File: src/design/cgo_pkg.sv
// Shared types, register codes and helpers for the circular gradient operator.
// No dependencies; imported by circular_gradient_operator and cgo_axis_unit.
`default_nettype none

package cgo_pkg;

    localparam int PART_W     = 16;
    localparam int NPARTS     = 6;
    localparam int WORD_W     = PART_W * NPARTS;
    localparam int SIZE_W     = 6;
    localparam int GAIN_W     = 15;
    localparam int CFG_IDX_W  = 3;
    localparam int CFG_DATA_W = 15;
    localparam int ROUND_SH   = 15;

    typedef logic [CFG_IDX_W-1:0] cfg_idx_t;

    localparam cfg_idx_t REG_SIZE_X = 3'd0;
    localparam cfg_idx_t REG_SIZE_Y = 3'd1;
    localparam cfg_idx_t REG_SIZE_Z = 3'd2;
    localparam cfg_idx_t REG_MODE   = 3'd3;
    localparam cfg_idx_t REG_GAIN   = 3'd4;

    localparam logic CMD_WRITE   = 1'b0;
    localparam logic CMD_COMPUTE = 1'b1;

    localparam logic MODE_GRAD = 1'b0;
    localparam logic MODE_ADJ  = 1'b1;

    localparam logic [SIZE_W-1:0] SIZE_RESET = 6'd32;
    localparam logic [GAIN_W-1:0] GAIN_RESET = 15'd9459;

    typedef logic signed [PART_W-1:0] sample_t;
    typedef logic signed [16:0]       diff_t;
    typedef logic signed [32:0]       prod_t;
    typedef logic signed [19:0]       acc_t;
    typedef logic [WORD_W-1:0]        word_t;
    typedef logic [1:0]               axis_t;
    typedef logic [2:0]               part_idx_t;

    localparam prod_t ROUND_HALF = 33'sd16384;

    // tag travelling alongside a memory read
    typedef struct packed {
        logic  vld;
        logic  here;
        logic  last;
        axis_t axis;
    } tag_t;

    typedef struct packed {
        sample_t [2:0] re;
        sample_t [2:0] im;
        logic          clip;
    } result_t;

    typedef struct packed {
        logic    clip;
        sample_t val;
    } sat_t;

    function automatic sample_t pick_part(word_t w, part_idx_t idx);
        sample_t p;
        case (idx)
            3'd0:    p = w[15:0];
            3'd1:    p = w[31:16];
            3'd2:    p = w[47:32];
            3'd3:    p = w[63:48];
            3'd4:    p = w[79:64];
            3'd5:    p = w[95:80];
            default: p = '0;
        endcase
        return p;
    endfunction

    function automatic sat_t sat16(acc_t v);
        sat_t s;
        if (v > acc_t'(32767)) begin
            s.clip = 1'b1;
            s.val  = 16'sh7FFF;
        end else if (v < acc_t'(-32768)) begin
            s.clip = 1'b1;
            s.val  = 16'sh8000;
        end else begin
            s.clip = 1'b0;
            s.val  = v[15:0];
        end
        return s;
    endfunction

endpackage

`default_nettype wire

File: src/design/cgo_axis_unit.sv
// Difference, gain multiply, rounding and saturation/accumulation per axis.
// Depends on cgo_pkg; fed by the read port of cgo_volume_mem.
`default_nettype none

module cgo_axis_unit import cgo_pkg::*; (
    input  logic              aclk,
    input  logic              aresetn,
    input  tag_t              tag_i,
    input  word_t             rd_data_i,
    input  logic              mode_i,
    input  logic [GAIN_W-1:0] gain_i,
    output logic              done_o,
    output result_t           result_o
);

    word_t         here_reg;
    tag_t          d1_tag_reg;
    diff_t         d1_re_reg, d1_im_reg;
    tag_t          p2_tag_reg;
    prod_t         p2_re_reg, p2_im_reg;
    sample_t [2:0] grad_re_reg, grad_im_reg;
    logic          clip_reg;
    acc_t          acc_re_reg, acc_im_reg;
    logic          done_reg;

    part_idx_t idx_re, idx_im;
    diff_t     d1_re_next, d1_im_next;
    prod_t     gain_s;
    prod_t     rnd_re, rnd_im;
    acc_t      r_re, r_im;
    sat_t      s_re, s_im;
    sat_t      a_re, a_im;

    // gradient always uses component 0; adjoint uses component k for axis k
    always_comb begin
        idx_re = (mode_i == MODE_ADJ) ? {tag_i.axis, 1'b0} : 3'd0;
        idx_im = (mode_i == MODE_ADJ) ? {tag_i.axis, 1'b1} : 3'd1;
        d1_re_next = diff_t'(pick_part(rd_data_i, idx_re)) - diff_t'(pick_part(here_reg, idx_re));
        d1_im_next = diff_t'(pick_part(rd_data_i, idx_im)) - diff_t'(pick_part(here_reg, idx_im));
    end

    assign gain_s = prod_t'($signed({1'b0, gain_i}));

    // floor((p + 2^14) / 2^15)
    always_comb begin
        rnd_re = (p2_re_reg + ROUND_HALF) >>> ROUND_SH;
        rnd_im = (p2_im_reg + ROUND_HALF) >>> ROUND_SH;
        r_re   = acc_t'(rnd_re);
        r_im   = acc_t'(rnd_im);
        s_re   = sat16(r_re);
        s_im   = sat16(r_im);
    end

    always_ff @(posedge aclk) begin
        if (!aresetn) begin
            d1_tag_reg <= '0;
            p2_tag_reg <= '0;
            done_reg   <= 1'b0;
        end else begin
            d1_tag_reg <= tag_i.here ? '0 : tag_i;
            p2_tag_reg <= d1_tag_reg;
            done_reg   <= p2_tag_reg.vld && p2_tag_reg.last;
        end
    end

    always_ff @(posedge aclk) begin
        if (tag_i.vld && tag_i.here) begin
            here_reg <= rd_data_i;
        end
        d1_re_reg <= d1_re_next;
        d1_im_reg <= d1_im_next;
        p2_re_reg <= prod_t'(d1_re_reg) * gain_s;
        p2_im_reg <= prod_t'(d1_im_reg) * gain_s;

        if (tag_i.vld && tag_i.here) begin
            grad_re_reg <= '0;
            grad_im_reg <= '0;
            clip_reg    <= 1'b0;
            acc_re_reg  <= '0;
            acc_im_reg  <= '0;
        end else if (p2_tag_reg.vld) begin
            if (mode_i == MODE_ADJ) begin
                acc_re_reg <= acc_re_reg + r_re;
                acc_im_reg <= acc_im_reg + r_im;
            end else begin
                grad_re_reg[p2_tag_reg.axis] <= s_re.val;
                grad_im_reg[p2_tag_reg.axis] <= s_im.val;
                clip_reg <= clip_reg | s_re.clip | s_im.clip;
            end
        end
    end

    always_comb begin
        a_re = sat16(acc_re_reg);
        a_im = sat16(acc_im_reg);
        if (mode_i == MODE_ADJ) begin
            result_o.re    = {16'sd0, 16'sd0, a_re.val};
            result_o.im    = {16'sd0, 16'sd0, a_im.val};
            result_o.clip  = a_re.clip | a_im.clip;
        end else begin
            result_o.re    = grad_re_reg;
            result_o.im    = grad_im_reg;
            result_o.clip  = clip_reg;
        end
    end

    assign done_o = done_reg;

endmodule

`default_nettype wire

File: config.mk
export PLATFORM = sky130hd
export DESIGN_NAME = cgo_axis_unit
export DESIGN_NICKNAME = d
export VERILOG_FILES = /design/src/design/cgo_pkg.sv /design/src/design/cgo_axis_unit.sv
export SDC_FILE = /design/constraint.sdc
export NUM_CORES = 2
export LEC_CHECK = 0
export BUFFER_PORTS_ARGS = -buffer_cell sky130_fd_sc_hd__buf_2
export CAP_MARGIN = 0
export CORE_ASPECT_RATIO = 2
export CORE_MARGIN = 3
export CORE_UTILIZATION = 41
export CTS_BUF_LIST = sky130_fd_sc_hd__clkbuf_8
export DETAILED_ROUTE_END_ITERATION = 8
export HOLD_SLACK_MARGIN = 0.03
export PLACE_DENSITY = 0.61
export SLEW_MARGIN = 20
export SYNTH_ARGS = -nofsm -noshare
export SYNTH_HDL_FRONTEND = slang
export SYNTH_SLANG_ARGS = --single-unit
File: constraint.sdc
create_clock -name aclk -period 7.3 [get_ports aclk]
set_input_delay 1.095 -clock aclk [delete_from_list [all_inputs] [get_ports aclk]]
set_output_delay 1.095 -clock aclk [all_outputs]
set_load 0.01 [all_outputs]
# After elaboration in Yosys (flattened, before gate mapping)
# Index checks and enable logic that the tools add are counted.
dict set report word_totals {
  elab_cells 81
  in_bits 119
  out_inout_bits 98
  regBits 342
}
dict set report op_classes {
  magnitude_cmp 10
  multipliers 2
  eq_ne 10
  n_addsub 6
  n_reduce_logical 8
  n_mux 19
  n_bitwise 5
}
# op count
set op_table {}
lappend op_table {{16-bit case mux with 6 select lines} 4}
lappend op_table {{17-bit two-way mux} 8}
lappend op_table {{97-bit two-way mux} 1}
lappend op_table {{48-bit bitwise mux} 2}
lappend op_table {{33-bit by 16-bit adder with 33-bit output (second input constant)} 2}
lappend op_table {{17-bit by 16-bit multiplier with 33-bit output} 2}
lappend op_table {{20-bit by 18-bit adder with 20-bit output} 2}
lappend op_table {{20-bit by 16-bit greater-than comparator with 1-bit output (second input constant)} 2}
lappend op_table {{20-bit by 16-bit < comparator with 1-bit output (second input constant)} 2}
lappend op_table {{18-bit by 16-bit greater-than comparator with 1-bit output (second input constant)} 2}
lappend op_table {{18-bit by 16-bit < comparator with 1-bit output (second input constant)} 2}
lappend op_table {{16-bit by 16-bit subtractor with 17-bit output} 2}
lappend op_table {{16-bit demux with 2-bit select} 1}
lappend op_table {{16-bit two-way mux} 1}
lappend op_table {{3-bit by 2-bit == test with 1-bit output (second input constant)} 4}
lappend op_table {{3-bit == test (second input constant)} 4}
lappend op_table {{3-bit by 1-bit == test with 1-bit output (second input constant)} 2}
lappend op_table {{3-bit logical NOT} 2}
lappend op_table {{3-bit two-way mux} 2}
lappend op_table {{2-bit AND reduction} 2}
lappend op_table {{1-bit logical AND} 3}
lappend op_table {{2-bit by 3-bit < comparator with 1-bit output (second input constant)} 1}
lappend op_table {{1-bit bitwise OR} 3}
lappend op_table {{2-bit by 1-bit greater-or-equal comparator with 1-bit output (second input constant)} 1}
lappend op_table {{other kinds (2)} 3}

# Longest topological paths before layout
dict set report logic_depth {
  depth_word 6
  depth_mapped 27
  ltp_nobuf 25
}

# Least setup slack after synthesis
# OpenSTA, ideal clock, no wires.
dict set report synth_path {
  path_kind {input -> register}
  startpoint {input port gain_i[1]}
  endpoint {register p2_im_reg[26]}
  setup_slack_ns 0.020
  setup_ns 0.072
  path_stages 23
  arrival_time_ns 7.208
  path_buffers 2
  required_time_ns 7.228
  cell_sequence {clkbuf_1 -> clkbuf_1 -> nand2_1 -> fa_1 -> fa_1 -> inv_1 -> fa_1 -> fa_1 -> fa_1 -> inv_1 -> fa_1 -> inv_1 -> ha_1 -> a21o_1 -> a21o_1 -> a221o_1 -> or3_1 -> o211a_1 -> a31o_4 -> o21a_4 -> a21bo_4 -> a21oi_2 -> xnor2_1}
}
dict set report synth_between {
  elab_chain_cells 1
}
# item line_no
set synth_lines {}
lappend synth_lines {{start: declaration} cgo_axis_unit.sv:11} ;# input logic [GAIN_W-1:0] gain_i,
lappend synth_lines {{17-bit by 16-bit multiplier with 33-bit output} cgo_axis_unit.sv:73} ;# p2_im_reg <= prod_t'(d1_im_reg) * gain_s;
lappend synth_lines {{end signal: assignment} cgo_axis_unit.sv:73}
lappend synth_lines {{end: declaration} cgo_axis_unit.sv:20} ;# prod_t p2_re_reg, p2_im_reg;
# No other way between the ends.
# A chain may end at the register's enable or synchronous reset.

# Worst setup path in the final report
dict set report layout_path {
  startpoint {input port gain_i[1]}
  endpoint {register p2_im_reg[32]}
}
# Same word-level chain as after synthesis.

==> metrics.yaml <==
synth_fa_ha_area_share_pct: 39.1
ys_types: 68
post_cts_buffers: 0
cp-endpoint: "p2_im_reg[32]$_DFF_P_"
synth-seq-cells: 314
regToRegSetupSlack_ps: 580
synth_compound_area_share_pct: 11.6
synth_flop_cell: "dfxtp_1"
max_freq_mhz: 146
synth_top_cell_by_area: "fa_1"
start_kind: "input pin"
cts_max_path_buffers: 3
area_growth_syn_to_layout_pct: 11.4
dp_hpwl_mm: 71.1
clock_tree.root_cell: "clkbuf_8"
cp_data_required_time_ps: 7850
setup_violations: 0
crit_fanout: 13
crit_type: "input pin to flop"
place_congestion: 0.891
synth_area_sq_mm: 0.0341
r2r-start: "d1_im_reg[4]$_DFF_P_"
final.min_clock_period_ps: 6850
cts_tree: "done"
synth_edf_count: 96
r2r_cells: 23
fin_worst_skew_ps: 19.5
vias: 25500
seq_area_frac_synth_pct: 21.3
synthXorXnorAreaFrac_pct: 3.29
ys_top_cells_by_area: "fa_1 (31%), dfxtp_1 (13%), ha_1 (8.6%)"
start_util_pct: 41.6
io_pins: 217
coreArea_sq_mm: 0.0818
cp-end-kind: "flop"
synth_cells: 3732
rsz0062_at_grt: "no"
cts.clk_slew.worst_paths_ps: 60
r2r-end: "p2_im_reg[32]$_DFF_P_"
drt_first_pass_iters: 5
worstPathArrival_ps: 7400
cts_hold_buf: 0
min_path_cells: 1
io_buffers: 216
cts_num_sinks: 314
synthSimpleGateAreaFrac_pct: 15.1
die_y_um: 414
final_util_pct: 46.4
cts_resized: 0
detail_route.wl_per_cell_um: 17.2
slew_headroom_pct: 23.2
fin_nets: 4821
die_w_um: 210
hold_class: "flop to flop"
grt_first_pass_wirelength_mm: 140
multiInputGateArea_sq_mm: 0.0237
hold_violations: 0
outcome: "complete, no violations"
clock_latency_ps: 670
setup_slack_ps: 449
largest_reg_flops: 96
grt_usage_pct: 20.1
yosys_warnings: 0
grt_pass1_vias: 27500
dp_worst_setup_slack_ps: -257
syn_avg_cell_area_sq_um: 9.13
drv_slew: 0
grt_antenna_before_repair: 7
numCtsBuffers: 51
synth_top_area_share_pct: 30.5
synthArstFlopShare_pct: 0
muxShareOfSynthArea_pct: 0.129
startpoint: "gain_i[1]"
drc: 0
die-area_sq_mm: 0.0868
worst_pin_slew_ps: 1150
grt_max_degree: 99
fill_cells: 8095
std_cell_rows: 148
wirelength_mm: 86.4
fin_crit_sh_pct: 93.9
synth_nets: 4605
route.antenna.remaining_nets: 0
drive_above_1_share_pct: 11.2
vias_per_cell: 5.07
regArea_sq_mm: 0.00725
drt_iter0_markers: 1034
grt-ovfl-total: 0
max_cap_violations: 0
cts_max_level: 2
synth_top_family_by_area: "adder cells"
cell usage after synthesis, types with 5 or more instances:
master and instances:
a211oi_1 62, a21boi_0 8, a21o_1 22, a21oi_1 167, a22o_1 95, a22oi_1 34, a31oi_1 9, and2_1 242
and3_1 19, and4_1 5, buf_1 7, clkbuf_1 176, dfxtp_1 218, edfxtp_1 96, fa_1 520, ha_1 234
inv_1 672, nand2_1 478, nand2b_1 7, nand3_1 33, nand4_1 15, nor2_1 158, nor2b_1 78, nor3_1 23
nor4_1 5, o211ai_1 20, o21a_1 15, o21ai_0 88, o21bai_1 16, o22ai_1 18, or3_1 8, xnor2_1 98
xor2_1 30
routing by layer:
layer,track usage (%),wire (um),vias to the layer above
met2,40.4,49000,553
met5,0,37,-
met1,20.5,30700,12600
met3,2.27,2930,194
li1,-,-,12200
met4,8.37,3680,4
stage by stage:
step                instance area, sq um  cells  hold slack (ps)  TNS, ps
detailed placement                 36900   4945              422     -750
finish                             38000   5038              435        0
CTS                                37900   5035              438        0
global placement                   36900   4945              417     -238
floorplan                          34100   3732              412        0
global route                       38000   5037              446        0
final cells by class:
class,count,area share [%]
clock buffers,55,1.99
multi-input cells,2561,62.4
well taps,1050,3.46
flip-flops and latches,314,19.1
inverters,672,6.66
clock inverters,35,0.646
diodes,3,0.0198
repair buffers,348,5.74
worst min path at each step:
stage	end	startpoint	slack [ps]
floorplan	p2_tag_reg[0]$_SDFF_PN0_	d1_tag_reg[0]$_SDFF_PP0_	410
global route	p2_tag_reg[4]$_SDFF_PN0_	d1_tag_reg[4]$_SDFF_PP0_	450
detailed placement	p2_tag_reg[4]$_SDFF_PN0_	d1_tag_reg[4]$_SDFF_PP0_	420
global placement	p2_tag_reg[4]$_SDFF_PN0_	d1_tag_reg[4]$_SDFF_PP0_	420
finish	p2_tag_reg[4]$_SDFF_PN0_	d1_tag_reg[4]$_SDFF_PP0_	430
CTS	p2_tag_reg[4]$_SDFF_PN0_	d1_tag_reg[4]$_SDFF_PP0_	440
placed cells by master (no fill, tap or decap), types with 4 or more instances in the layout:
| cell type | instances |
|---|---|
| o22ai_1 | 18 |
| buf_12 | 8 |
| a21o_1 | 22 |
| nor2_1 | 158 |
| edfxtp_1 | 96 |
| clkbuf_8 | 55 |
| and2_1 | 241 |
| xnor2_1 | 97 |
| nor4_1 | 5 |
| a211oi_1 | 62 |
| nand4_1 | 15 |
| a22o_1 | 95 |
| and3_1 | 19 |
| a22oi_1 | 34 |
| dfxtp_1 | 218 |
| xor2_1 | 29 |
| o21a_1 | 15 |
| ha_1 | 234 |
| o41ai_1 | 4 |
| o21ai_0 | 88 |
| fa_1 | 520 |
| a21boi_0 | 8 |
| or3_1 | 8 |
| nor2b_1 | 76 |
| or2_2 | 4 |
| and4_1 | 5 |
| clkinv_2 | 8 |
| nor3_1 | 22 |
| a21oi_1 | 167 |
| nand3_1 | 33 |
| o21bai_1 | 16 |
| inv_1 | 686 |
| buf_2 | 215 |
| a31oi_1 | 9 |
| nand2_1 | 478 |
| nand2b_1 | 7 |
| o211ai_1 | 20 |
| buf_4 | 124 |
logic make-up after synthesis:
| logic type | after synthesis |
|---|---|
| xor gates and xnor gates | 128 |
| adders and majority gates | 754 |
| muxes | 4 |
| AOI/OAI and AO/OA | 591 |
| DFF | 314 |
| and+or+nand+nor | 1084 |
| buffers and inverters | 857 |
critical path, stage by stage:
cell	delay [ps]
buf_2	320
buf_4	200
nand2_1	70
fa_1	530
fa_1	470
fa_1	520
fa_1	550
inv_1	50
fa_1	470
inv_1	50
fa_1	470
inv_1	40
ha_1	280
nand3_1	90
or2_2	310
o21ai_0	340
o211a_1	330
o211a_1	280
a31o_4	210
a211oi_2	80
o31ai_1	360
a21oi_1	140
xnor2_1	140
Power is left out: the tool's default activity adds up to more than one toggle a clock period on the data nets, which glitch-free logic cannot reach.
